File: src/hw/rtl/ovl_pkg.sv
// Shared types, constants and helpers for the ordered value list engine.
package ovl_pkg;

    localparam int CAPACITY    = 16;
    localparam int VALUE_WIDTH = 32;
    localparam int IDX_W       = (CAPACITY > 1) ? $clog2(CAPACITY) : 1;
    localparam int CNT_W       = $clog2(CAPACITY + 1);

    // Port field widths, fixed by the request/response format
    localparam int MODE_FW   = 3;
    localparam int DATA_FW   = 32;
    localparam int STATUS_FW = 2;
    localparam int POS_FW    = 4;
    localparam int COUNT_FW  = 5;

    typedef logic [VALUE_WIDTH-1:0] t_val;
    typedef logic [IDX_W-1:0]       t_idx;
    typedef logic [CNT_W-1:0]       t_cnt;

    typedef enum logic [2:0] {
        MODE_INS_HEAD  = 3'd0,
        MODE_INS_TAIL  = 3'd1,
        MODE_INS_AFTER = 3'd2,
        MODE_DEL_HEAD  = 3'd3,
        MODE_DEL_TAIL  = 3'd4,
        MODE_DEL_VALUE = 3'd5,
        MODE_SEARCH    = 3'd6,
        MODE_COUNT     = 3'd7
    } t_mode;

    typedef enum logic [1:0] {
        ST_OK        = 2'd0,
        ST_EMPTY     = 2'd1,
        ST_FULL      = 2'd2,
        ST_NOT_FOUND = 2'd3
    } t_status;

    typedef enum logic [1:0] {
        S_IDLE,
        S_CMP,
        S_EXEC
    } t_state;

    typedef enum logic [1:0] {
        CELL_HOLD,
        CELL_INSERT,
        CELL_REMOVE
    } t_cell_op;

    // Broadcast to every cell in the update cycle
    typedef struct packed {
        t_cell_op op;
        t_idx     pos;
        t_val     value;
    } t_cell_cmd;

    // First-match scan passed from head toward tail
    typedef struct packed {
        logic hit_any;
        t_idx pos;
        logic tail_hit;
    } t_scan;

    // Sign-extend (or truncate) a 32-bit request field to the stored width
    function automatic t_val to_value(input logic [DATA_FW-1:0] raw);
        return VALUE_WIDTH'(signed'(raw));
    endfunction

endpackage

File: src/hw/rtl/ovl_req_if.sv
// Request channel: mode, value and anchor with valid/ready.
interface ovl_req_if;
    logic                               valid;
    logic                               ready;
    logic [ovl_pkg::MODE_FW-1:0]        mode;
    logic signed [ovl_pkg::DATA_FW-1:0] value;
    logic signed [ovl_pkg::DATA_FW-1:0] anchor;

    modport source (output valid, output mode, output value, output anchor, input ready);
    modport sink   (input valid, input mode, input value, input anchor, output ready);
endinterface

File: src/hw/rtl/ovl_rsp_if.sv
// Response channel: status, found, position and entry count with valid/ready.
interface ovl_rsp_if;
    logic                          valid;
    logic                          ready;
    logic [ovl_pkg::STATUS_FW-1:0] status;
    logic                          found;
    logic [ovl_pkg::POS_FW-1:0]    position;
    logic [ovl_pkg::COUNT_FW-1:0]  entry_count;

    modport source (output valid, output status, output found, output position,
                    output entry_count, input ready);
    modport sink   (input valid, input status, input found, input position,
                    input entry_count, output ready);
endinterface

File: src/hw/rtl/ordered_value_list_engine.sv
// Ordered value list engine: top level with request sequencer and response register.
//
// Keeps an ordered list of up to CAPACITY values (head at position 0) in a row
// of cells, one slot per cell. Each request beat carries one operation: insert
// at head/tail, insert after an anchor, delete head/tail, delete the first
// match of a value, search, or count; each yields exactly one response beat
// with status, found flag, match position and the entry count afterwards.
// Sequence: an accepted request passes through S_CMP, in which every cell
// compares its slot against the key in parallel, and then S_EXEC, in which the
// first-match scan runs down the row, all cells shift or load together and the
// response is loaded into the output register. A new request is taken in the
// same cycle as the previous one retires, never earlier; a stalled
// response holds the engine in its update cycle. There is no clearing pass:
// after reset the list is empty and slot contents are never read until written.
module ordered_value_list_engine (
    input  logic      i_clk,
    input  logic      i_rst_n,
    ovl_req_if.sink   i_req,
    ovl_rsp_if.source o_rsp
);
    import ovl_pkg::*;

    t_state    r_state, n_state;
    t_cnt      r_occ, n_occ;
    t_mode     r_mode;
    t_val      r_value;
    t_val      r_key;

    // response register
    logic      r_rsp_valid;
    t_status   r_status, n_status;
    logic      r_found, n_found;
    t_idx      r_pos, n_pos;

    t_cell_cmd cell_cmd;
    t_scan     scan;
    logic      req_fire;
    logic      out_free;
    logic      exec_done;
    logic      full;
    logic      empty;
    t_idx      tail_idx;

    assign out_free  = !r_rsp_valid || o_rsp.ready;
    assign exec_done = (r_state == S_EXEC) && out_free;
    assign req_fire  = i_req.valid && i_req.ready;
    assign full      = r_occ == CNT_W'(CAPACITY);
    assign empty     = r_occ == '0;
    assign tail_idx  = IDX_W'(r_occ - CNT_W'(1));

    ovl_chain u_chain (
        .i_clk    (i_clk),
        .i_occ    (r_occ),
        .i_cmp_en (r_state == S_CMP),
        .i_key    (r_key),
        .i_cmd    (cell_cmd),
        .o_scan   (scan)
    );

    // ---- sequencer: next state ----
    always_comb begin
        n_state = r_state;
        unique case (r_state)
            S_IDLE: if (req_fire) n_state = S_CMP;
            S_CMP:  n_state = S_EXEC;
            S_EXEC: begin
                if (exec_done) n_state = req_fire ? S_CMP : S_IDLE;
            end
            default: n_state = S_IDLE;
        endcase
    end

    // ---- sequencer: outputs ----
    // a new request may enter while the previous one retires
    always_comb begin
        i_req.ready = (r_state == S_IDLE) || exec_done;
    end

    always_ff @(posedge i_clk) begin
        if (!i_rst_n) begin
            r_state <= S_IDLE;
        end else begin
            r_state <= n_state;
        end
    end

    // capture request; the compare key is the anchor for insert-after
    always_ff @(posedge i_clk) begin
        if (req_fire) begin
            r_mode  <= t_mode'(i_req.mode);
            r_value <= to_value(i_req.value);
            r_key   <= (t_mode'(i_req.mode) == MODE_INS_AFTER) ? to_value(i_req.anchor)
                                                                : to_value(i_req.value);
        end
    end

    // ---- operation decode in the update cycle ----
    always_comb begin
        n_status       = ST_OK;
        n_found        = 1'b0;
        n_pos          = '0;
        n_occ          = r_occ;
        cell_cmd.op    = CELL_HOLD;
        cell_cmd.pos   = '0;
        cell_cmd.value = r_value;

        unique case (r_mode)
            MODE_INS_HEAD: begin
                if (full) begin
                    n_status = ST_FULL;
                end else begin
                    cell_cmd.op = CELL_INSERT;
                    n_occ       = r_occ + CNT_W'(1);
                end
            end
            MODE_INS_TAIL: begin
                if (full) begin
                    n_status = ST_FULL;
                end else begin
                    cell_cmd.op  = CELL_INSERT;
                    cell_cmd.pos = IDX_W'(r_occ);
                    n_occ        = r_occ + CNT_W'(1);
                end
            end
            MODE_INS_AFTER: begin
                if (full) begin
                    n_status = ST_FULL;
                end else if (empty) begin
                    n_status = ST_EMPTY;
                end else if (scan.tail_hit) begin
                    // tail matched: append, report the tail position
                    n_found      = 1'b1;
                    n_pos        = tail_idx;
                    cell_cmd.op  = CELL_INSERT;
                    cell_cmd.pos = IDX_W'(r_occ);
                    n_occ        = r_occ + CNT_W'(1);
                end else if (scan.hit_any) begin
                    n_found      = 1'b1;
                    n_pos        = scan.pos;
                    cell_cmd.op  = CELL_INSERT;
                    cell_cmd.pos = scan.pos + IDX_W'(1);
                    n_occ        = r_occ + CNT_W'(1);
                end else begin
                    n_status = ST_NOT_FOUND;
                end
            end
            MODE_DEL_HEAD: begin
                if (empty) begin
                    n_status = ST_EMPTY;
                end else begin
                    cell_cmd.op = CELL_REMOVE;
                    n_occ       = r_occ - CNT_W'(1);
                end
            end
            MODE_DEL_TAIL: begin
                // tail slot is simply dropped from the count
                if (empty) begin
                    n_status = ST_EMPTY;
                end else begin
                    n_occ = r_occ - CNT_W'(1);
                end
            end
            MODE_DEL_VALUE: begin
                if (empty) begin
                    n_status = ST_EMPTY;
                end else if (scan.hit_any) begin
                    n_found      = 1'b1;
                    n_pos        = scan.pos;
                    cell_cmd.op  = CELL_REMOVE;
                    cell_cmd.pos = scan.pos;
                    n_occ        = r_occ - CNT_W'(1);
                end else begin
                    n_status = ST_NOT_FOUND;
                end
            end
            MODE_SEARCH: begin
                if (empty) begin
                    n_status = ST_EMPTY;
                end else if (scan.hit_any) begin
                    n_found = 1'b1;
                    n_pos   = scan.pos;
                end else begin
                    n_status = ST_NOT_FOUND;
                end
            end
            default: begin
                // count: report only
            end
        endcase

        // only commit when the response register can take the result
        if (!exec_done) begin
            cell_cmd.op = CELL_HOLD;
            n_occ       = r_occ;
        end
    end

    always_ff @(posedge i_clk) begin
        if (!i_rst_n) begin
            r_occ       <= '0;
            r_rsp_valid <= 1'b0;
        end else begin
            r_occ <= n_occ;
            if (exec_done) begin
                r_rsp_valid <= 1'b1;
            end else if (o_rsp.ready) begin
                r_rsp_valid <= 1'b0;
            end
        end
    end

    // response payload
    always_ff @(posedge i_clk) begin
        if (exec_done) begin
            r_status <= n_status;
            r_found  <= n_found;
            r_pos    <= n_pos;
        end
    end

    assign o_rsp.valid       = r_rsp_valid;
    assign o_rsp.status      = r_status;
    assign o_rsp.found       = r_found;
    assign o_rsp.position    = POS_FW'(r_pos);
    assign o_rsp.entry_count = COUNT_FW'(r_occ);

endmodule

File: src/hw/rtl/ovl_cell.sv
// One list slot: holds a value, compares it to the key, shifts with its neighbors.
module ovl_cell (
    input  logic               i_clk,
    input  ovl_pkg::t_idx      i_index,
    input  ovl_pkg::t_cnt      i_occ,
    input  logic               i_cmp_en,
    input  ovl_pkg::t_val      i_key,
    input  ovl_pkg::t_cell_cmd i_cmd,
    input  ovl_pkg::t_val      i_left,
    input  ovl_pkg::t_val      i_right,
    input  ovl_pkg::t_scan     i_scan,
    output ovl_pkg::t_scan     o_scan,
    output ovl_pkg::t_val      o_value
);
    import ovl_pkg::*;

    t_val r_value;
    logic r_hit;
    logic r_tail;
    logic in_list;
    logic is_tail;

    assign in_list = CNT_W'(i_index) < i_occ;
    assign is_tail = (CNT_W'(i_index) + CNT_W'(1)) == i_occ;

    // match flags, registered at the compare and held until the next compare
    always_ff @(posedge i_clk) begin
        if (i_cmp_en) begin
            r_hit  <= (r_value == i_key) && in_list;
            r_tail <= (r_value == i_key) && is_tail;
        end
    end

    always_ff @(posedge i_clk) begin
        unique case (i_cmd.op)
            CELL_INSERT: begin
                if (i_index > i_cmd.pos) begin
                    r_value <= i_left;
                end else if (i_index == i_cmd.pos) begin
                    r_value <= i_cmd.value;
                end
            end
            CELL_REMOVE: begin
                if (i_index >= i_cmd.pos) begin
                    r_value <= i_right;
                end
            end
            default: begin
                r_value <= r_value;
            end
        endcase
    end

    always_comb begin
        o_scan.hit_any  = i_scan.hit_any | r_hit;
        o_scan.pos      = (!i_scan.hit_any && r_hit) ? i_index : i_scan.pos;
        o_scan.tail_hit = i_scan.tail_hit | r_tail;
    end

    assign o_value = r_value;

endmodule

File: src/hw/rtl/ovl_chain.sv
// Row of list cells, head at index 0, with neighbor shift and scan wiring.
module ovl_chain (
    input  logic               i_clk,
    input  ovl_pkg::t_cnt      i_occ,
    input  logic               i_cmp_en,
    input  ovl_pkg::t_val      i_key,
    input  ovl_pkg::t_cell_cmd i_cmd,
    output ovl_pkg::t_scan     o_scan
);
    import ovl_pkg::*;

    t_val  cell_val  [CAPACITY];
    t_scan scan_link [CAPACITY+1];

    assign scan_link[0] = '0;

    for (genvar g = 0; g < CAPACITY; g++) begin : g_cell
        t_val left_val;
        t_val right_val;

        if (g == 0) begin : g_head
            assign left_val = '0;
        end else begin : g_mid_l
            assign left_val = cell_val[g-1];
        end

        if (g == CAPACITY - 1) begin : g_tail
            assign right_val = '0;
        end else begin : g_mid_r
            assign right_val = cell_val[g+1];
        end

        ovl_cell u_cell (
            .i_clk    (i_clk),
            .i_index  (IDX_W'(g)),
            .i_occ    (i_occ),
            .i_cmp_en (i_cmp_en),
            .i_key    (i_key),
            .i_cmd    (i_cmd),
            .i_left   (left_val),
            .i_right  (right_val),
            .i_scan   (scan_link[g]),
            .o_scan   (scan_link[g+1]),
            .o_value  (cell_val[g])
        );
    end

    assign o_scan = scan_link[CAPACITY];

endmodule

File: src/flat_wrapper.sv
// flat-port wrapper written by rule: the top's interface ports become plain ports
module ordered_value_list_engine_flat import ovl_pkg::*;
  (i_clk, i_rst_n, i_req_valid, i_req_mode, i_req_value, i_req_anchor, i_req_ready, o_rsp_valid, o_rsp_status, o_rsp_found, o_rsp_position, o_rsp_entry_count, o_rsp_ready);
  ovl_req_if i_req_i ();
  ovl_rsp_if o_rsp_i ();
  input  logic i_clk;
  input  logic i_rst_n;
  input wire logic [$bits(i_req_i.valid)-1:0] i_req_valid;
  input wire logic [$bits(i_req_i.mode)-1:0] i_req_mode;
  input wire logic [$bits(i_req_i.value)-1:0] i_req_value;
  input wire logic [$bits(i_req_i.anchor)-1:0] i_req_anchor;
  output wire logic [$bits(i_req_i.ready)-1:0] i_req_ready;
  output wire logic [$bits(o_rsp_i.valid)-1:0] o_rsp_valid;
  output wire logic [$bits(o_rsp_i.status)-1:0] o_rsp_status;
  output wire logic [$bits(o_rsp_i.found)-1:0] o_rsp_found;
  output wire logic [$bits(o_rsp_i.position)-1:0] o_rsp_position;
  output wire logic [$bits(o_rsp_i.entry_count)-1:0] o_rsp_entry_count;
  input wire logic [$bits(o_rsp_i.ready)-1:0] o_rsp_ready;
  assign i_req_i.valid = i_req_valid;
  assign i_req_i.mode = i_req_mode;
  assign i_req_i.value = i_req_value;
  assign i_req_i.anchor = i_req_anchor;
  assign i_req_ready = i_req_i.ready;
  assign o_rsp_valid = o_rsp_i.valid;
  assign o_rsp_status = o_rsp_i.status;
  assign o_rsp_found = o_rsp_i.found;
  assign o_rsp_position = o_rsp_i.position;
  assign o_rsp_entry_count = o_rsp_i.entry_count;
  assign o_rsp_i.ready = o_rsp_ready;
  ordered_value_list_engine u_core (.i_clk(i_clk), .i_rst_n(i_rst_n), .i_req(i_req_i), .o_rsp(o_rsp_i));
endmodule
File: config.mk
export PLATFORM = sky130hd
export DESIGN_NAME = ordered_value_list_engine_flat
export DESIGN_NICKNAME = d
export VERILOG_FILES = /design/src/hw/rtl/ovl_pkg.sv /design/src/hw/rtl/ovl_req_if.sv /design/src/hw/rtl/ovl_rsp_if.sv /design/src/hw/rtl/ordered_value_list_engine.sv /design/src/hw/rtl/ovl_cell.sv /design/src/hw/rtl/ovl_chain.sv /design/src/flat_wrapper.sv
export SDC_FILE = /design/constraint.sdc
export NUM_CORES = 2
export LEC_CHECK = 0
export ABC_AREA = 1
export ABC_CLOCK_PERIOD_IN_PS = 14400
export BUFFER_PORTS_ARGS = -buffer_cell sky130_fd_sc_hd__buf_2
export CORE_UTILIZATION = 50
export DETAILED_ROUTE_END_ITERATION = 16
export GPL_TIMING_DRIVEN = 0
export PLACE_DENSITY = 0.74
export SLEW_MARGIN = 20
export SYNTH_ARGS = -nofsm -noshare
export SYNTH_HDL_FRONTEND = slang
export SYNTH_HIERARCHICAL = 1
export SYNTH_SLANG_ARGS = --single-unit
export TNS_END_PERCENT = 10
File: constraint.sdc
create_clock -name i_clk -period 14.4 [get_ports i_clk]
set_input_delay 1.44 -clock i_clk [delete_from_list [all_inputs] [get_ports i_clk]]
set_output_delay 1.44 -clock i_clk [all_outputs]
set_load 0.1 [all_outputs]
# Word-level counts from Yosys, hierarchy flattened
# Index checks and enable logic that the tools add are counted.
[op_classes]
n_addsub = 3
n_lt_le_gt_ge = 48
n_eq_ne = 100
mux = 127
bitwise = 30
reduce_logical = 95
[op_table]
columns = ["cell", "count"]
rows = [
  ["32-bit two-way mux", 49],
  ["32-bit one-hot mux with 2 select lines", 16],
  ["32-bit == test", 16],
  ["5-bit two-way mux", 11],
  ["4-bit two-way mux", 13],
  ["3-bit by 1-bit != test with 1-bit output (second input constant)", 17],
  ["1-bit logical AND", 49],
  ["3-bit AND reduction", 16],
  ["4-bit by 5-bit == test with 1-bit output (first input constant)", 8],
  ["4-bit by 5-bit less-than comparator with 1-bit output (first input constant)", 8],
  ["2-bit by 1-bit != test with 1-bit output (second input constant)", 19],
  ["4-bit == test (first input constant)", 8],
  ["4-bit >= comparator (first input constant)", 8],
  ["4-bit greater-than comparator (first input constant)", 8],
  ["1-bit bitwise OR", 30],
  ["2-bit two-way mux", 12],
  ["6-bit two-way mux", 4],
  ["3-bit by 5-bit == test with 1-bit output (first input constant)", 4],
  ["3-bit by 5-bit less-than comparator with 1-bit output (first input constant)", 4],
  ["5-bit one-hot mux with 4 select lines", 1],
  ["3-bit by 4-bit == test with 1-bit output (first input constant)", 4],
  ["3-bit by 4-bit >= comparator with 1-bit output (first input constant)", 4],
  ["3-bit by 4-bit greater-than comparator with 1-bit output (first input constant)", 4],
  ["1-bit logical NOT", 16],
  ["39 further kinds", 74],
]
[word_totals]
ff_bits = 626
input_bits = 71
output_inout_bits = 14
word_cells = 460

# Depth between registers and ports, before layout
[logic_depth]
word_depth = 27
depth_mapped = 48
depth_no_buf = 47

# Hierarchy
# Netlist, hierarchy kept.
[by_module_without_submodules]
columns = ["module", "instances", "cells_each", "area_each_um2", "seq_area_each_um2"]
rows = [
  ["ovl_cell at u_core.u_chain.g_cell[15].u_cell ...", 10, 435, 2926.6, 1021.0],
  ["ovl_cell at u_core.u_chain.g_cell[0].u_cell ...", 6, 439, 2941.6, 1021.0],
  ["ordered_value_list_engine", 1, 294, 3807.4, 2382.3],
  ["ovl_chain", 1, 2, 7.5, 0.0],
]

# Least setup slack after synthesis
# No wires, ideal clock.
[synth_timing]
path_type = "register to register"
startpoint = "register u_core.u_chain.g_cell[0].u_cell.r_hit"
endpoint = "register u_core.u_chain.g_cell[11].u_cell.r_value[0] (enable)"
setup_ns = 0.387
arrival_time_ns = 7.675
t_required_ns = 14.013
slack_ns = 6.338
stages_incl_launch_ff = 27
path_buffers = 1
synth_period_minus_slack_ns = 8.062
path_cell_list = "edfxtp_1 or2_2 or2_2 or2_2 or2_2 or2_2 or2_2 or2_2 or2_2 or2_2 or2_2 or2_2 or2_2 or2_2 or2_2 or2_2 inv_1 nand2_1 o21ai_0 inv_1 o21ai_0 ha_1 nand4_1 buf_2 o211ai_1 o21ai_0 inv_1"
[synth_lines]
columns = ["element", "line", "rtl"]
rows = [
  ["start: declaration", "ovl_cell.sv:18", "logic r_hit;"],
  ["start signal: assignment", "ovl_cell.sv:29", "r_hit <= (r_value == i_key) && in_list;"],
  ["end signal: assignment", "ovl_cell.sv:38", "r_value <= i_left;"],
  ["end signal: assignment", "ovl_cell.sv:40", "r_value <= i_cmd.value;"],
  ["end signal: assignment", "ovl_cell.sv:45", "r_value <= i_right;"],
  ["end: declaration", "ovl_cell.sv:17", "t_val r_value;"],
]

==> flow_metrics.tcl <==
set metrics [dict create \
    status "completed" \
    post-synth-top-area-cell "edfxtp_1" \
    syn_area_mm2 0.0507 \
    cpMaxStageDelayCell "nand3_1" \
    cts-root-buf "clkbuf_16" \
    synth_cell_types 41 \
    arrival_ps 9190 \
    die_height_um 321 \
    synthTopCellsByArea "edfxtp_1 (37%), nand2_1 (22%), inv_1 (10%), nand3b_1 (7.7%), nand3_1 (5.8%)" \
    fill_cells 9228 \
    grt_pass1_vias 44377 \
    antenna_found_initial 0 \
    drive_above_1_share_pct 6.49 \
    grt_max_degree 61 \
    rows 116 \
    synth.top_cell.area_share_pct 36.6 \
    synth_area_per_cell_um2 6.97 \
    post_drt_wl_per_cell_um 15.1 \
    synth_top_flop_cell "edfxtp_1" \
    netlist_instances 7280 \
    final.setup.tns_ps 0 \
    cts_resized 0 \
    powerDensity_mw_per_mm2 92.3 \
    clk_pin_slew_ps 60 \
    drv_slew 0 \
    finalClockSkew_ps 31.9 \
    min_period_over_period_pct 61.8 \
    grt_usage_pct 26.6 \
    critPathMaxStageDelay_ps 710 \
    gp_congestion 0.888 \
    vdd_ir_drop_max_v 0.0000763 \
    max_freq_mhz 112 \
    cts_buffers 78 \
    startpoint_type "flip-flop" \
    area_growth_syn_to_layout_pct 12.9 \
    io_buffer_count 84 \
    setup_slack_ps 5500 \
    ys_async_sr_fraction_pct 0 \
    endpoint_kind "flip-flop" \
    hold_viol 0 \
    setup-violations-final 0 \
    crit_top_cell "or2_2" \
    grt_pass1_wl_um 222000 \
    hpwl_um 109000 \
    clkLatencyLatePin_ps 670 \
    dieWidth_um 321 \
    grt_setup_unrepaired "false" \
    ctsHoldBuffers 0 \
    antenna_cells 0 \
    drtAntennaViolNets 0 \
    hp-class "flip-flop to flip-flop" \
    dp.cells 9106 \
    grt_overflow 0 \
    dieArea_mm2 0.103 \
    worstPathMaxFanout 32 \
    start_util_pct 50.6 \
    via_per_inst 5.08 \
    synth-seq-cells 626 \
    pre_cts_ws_ps 5550 \
    nNetsFinal 8063 \
    cts_tree "built" \
    yosysWarnings 6 \
    layoutNonFillerInstCount 9263 \
    dr.pass1.iters 7 \
    cp_top_family "simple AND/OR/NAND/NOR gates" \
    htree_levels 3 \
    drt-total-wl_um 140000 \
    synth_seq_area_share_pct 36.9 \
    cts.sinks 626 \
    whs_ps 504 \
    crit_type "flip-flop to flip-flop" \
    drt_iter0_drc 4627 \
    cts_buffer_depth 3 \
    critPathBufInv 4 \
    leakagePower_uw 0.0286 \
    ios 85 \
    worst_pin_slew_ps 1190 \
    synth-edff-count 618 \
    drcViolationCount 0 \
    cts_setup_buffers 0 \
    post-route-min-period_ps 8900 \
    worstPathRequired_ps 14690 \
    relSlewSlack_pct 20.9 \
    maxCapViolCount 0 \
    vias 47060 \
    coreArea_mm2 0.100 \
]
[synth_stat cells (54+ instances only)]
library cell and count:
nor2_1 251, edfxtp_1 618, inv_1 1350, nand3b_1 518, clkbuf_1 97, nand3_1 583
a21oi_1 68, buf_2 112, nand2_1 2906, o21ai_0 54, ha_1 148, xnor2_1 258
[layout by cell type (no fill, tap or decap), types with 19 or more instances in the layout]
cell type,count
inv_2,20
nand3_1,583
inv_1,1333
xnor2_1,258
nand4_1,28
o21ai_0,53
mux2_4,30
buf_1,32
clkinv_2,19
xor2_1,36
buf_2,196
ha_1,148
or2_2,32
clkbuf_16,82
a21oi_1,66
mux2_2,50
nand3b_1,518
nand2_1,2906
edfxtp_1,618
nor2_1,250
conb_1,375
clkbuf_1,107
[state kept, by name, summed over array words and instances (netlist names), 2 cells and up]
name / count
u_core/o_rsp.entry_count: 5
u_core/o_rsp.position: 4
u_core/u_chain/g_cell.u_cell/r_hit: 16
u_core/u_chain/g_cell.u_cell/r_tail: 16
u_core/r_mode: 3
u_core/u_chain/g_cell.u_cell/o_value: 512
u_core/r_state: 2
u_core/r_value: 32
u_core/r_key: 32
u_core/o_rsp.status: 2
[metrics by stage]
step / total power (uW) / util, % / area [um2]
finish: 5280 / 57.1 / 57300
floorplan: 3000 / - / 52100
detailed placement: 3280 / 54.3 / 54500
global route: 5530 / 57.1 / 57300
CTS: 5280 / 56.9 / 57000
global placement: 3230 / 54.1 / 54200
[per-layer routing]
metal  global-route usage [%]  wire length (um)  up-vias
met5                        0                 0        -
met4                     7.76              3270        0
met3                     2.89              9870      268
met2                     45.6             66200     1655
met1                     35.2             60600    21716
li1                         -                 -    23421
[kinds of logic (layout without fill, tap and decap cells)]
logic type,count (synthesis),count (layout),synth area share (%)
AND/OR/NAND/NOR,4346,4346,38.0
buffers and inverters,1602,1855,12.3
flip-flops,626,626,36.9
XOR/XNOR,294,294,5.08
AO/OA/AOI/OAI,182,182,2.13
adder cells (fa/ha/maj),148,148,3.65
multiplexers,80,80,2.00
other,2,375,0.0148
[power by group]
| group | internal (uW) | switching, uW | leakage [uW] |
|---|---|---|---|
| clock network | 1160 | 841 | 0.00126 |
| logic | 395 | 648 | 0.0217 |
| registers | 2110 | 133 | 0.00568 |
| total | 3660 | 1620 | 0.0286 |
[worst paths after layout]
check | slack [ps] | startpoint | depth (start not counted) | to
setup reg to reg | 5500 | u_core/u_chain/g_cell[0].u_cell/r_hit$_DFFE_PP_ | 29 | u_core/u_chain/g_cell[1].u_cell/o_value[3]$_DFFE_PP_
setup / recovery | 5500 | u_core/u_chain/g_cell[0].u_cell/r_hit$_DFFE_PP_ | 29 | u_core/u_chain/g_cell[1].u_cell/o_value[3]$_DFFE_PP_
hold / removal | 500 | u_core/r_state[0]$_SDFFE_PN0P_ | 1 | u_core/r_state[1]$_SDFFE_PN0P_
hold reg to reg | 500 | u_core/r_state[0]$_SDFFE_PN0P_ | 1 | u_core/r_state[1]$_SDFFE_PN0P_
[final cells by class]
class / count / area, um2 / area share, %
Multi-Input combinational cell: 5425 / 27200 / 47.5
Sequential cell: 626 / 18700 / 32.7
Inverter: 1355 / 5090 / 8.89
Clock buffer: 93 / 2100 / 3.67
Tap cell: 1357 / 1700 / 2.97
Buffer: 247 / 1130 / 1.98
Timing Repair Buffer: 111 / 848 / 1.48
Clock inverter: 49 / 444 / 0.776
Power figures use the tool's default switching activity.
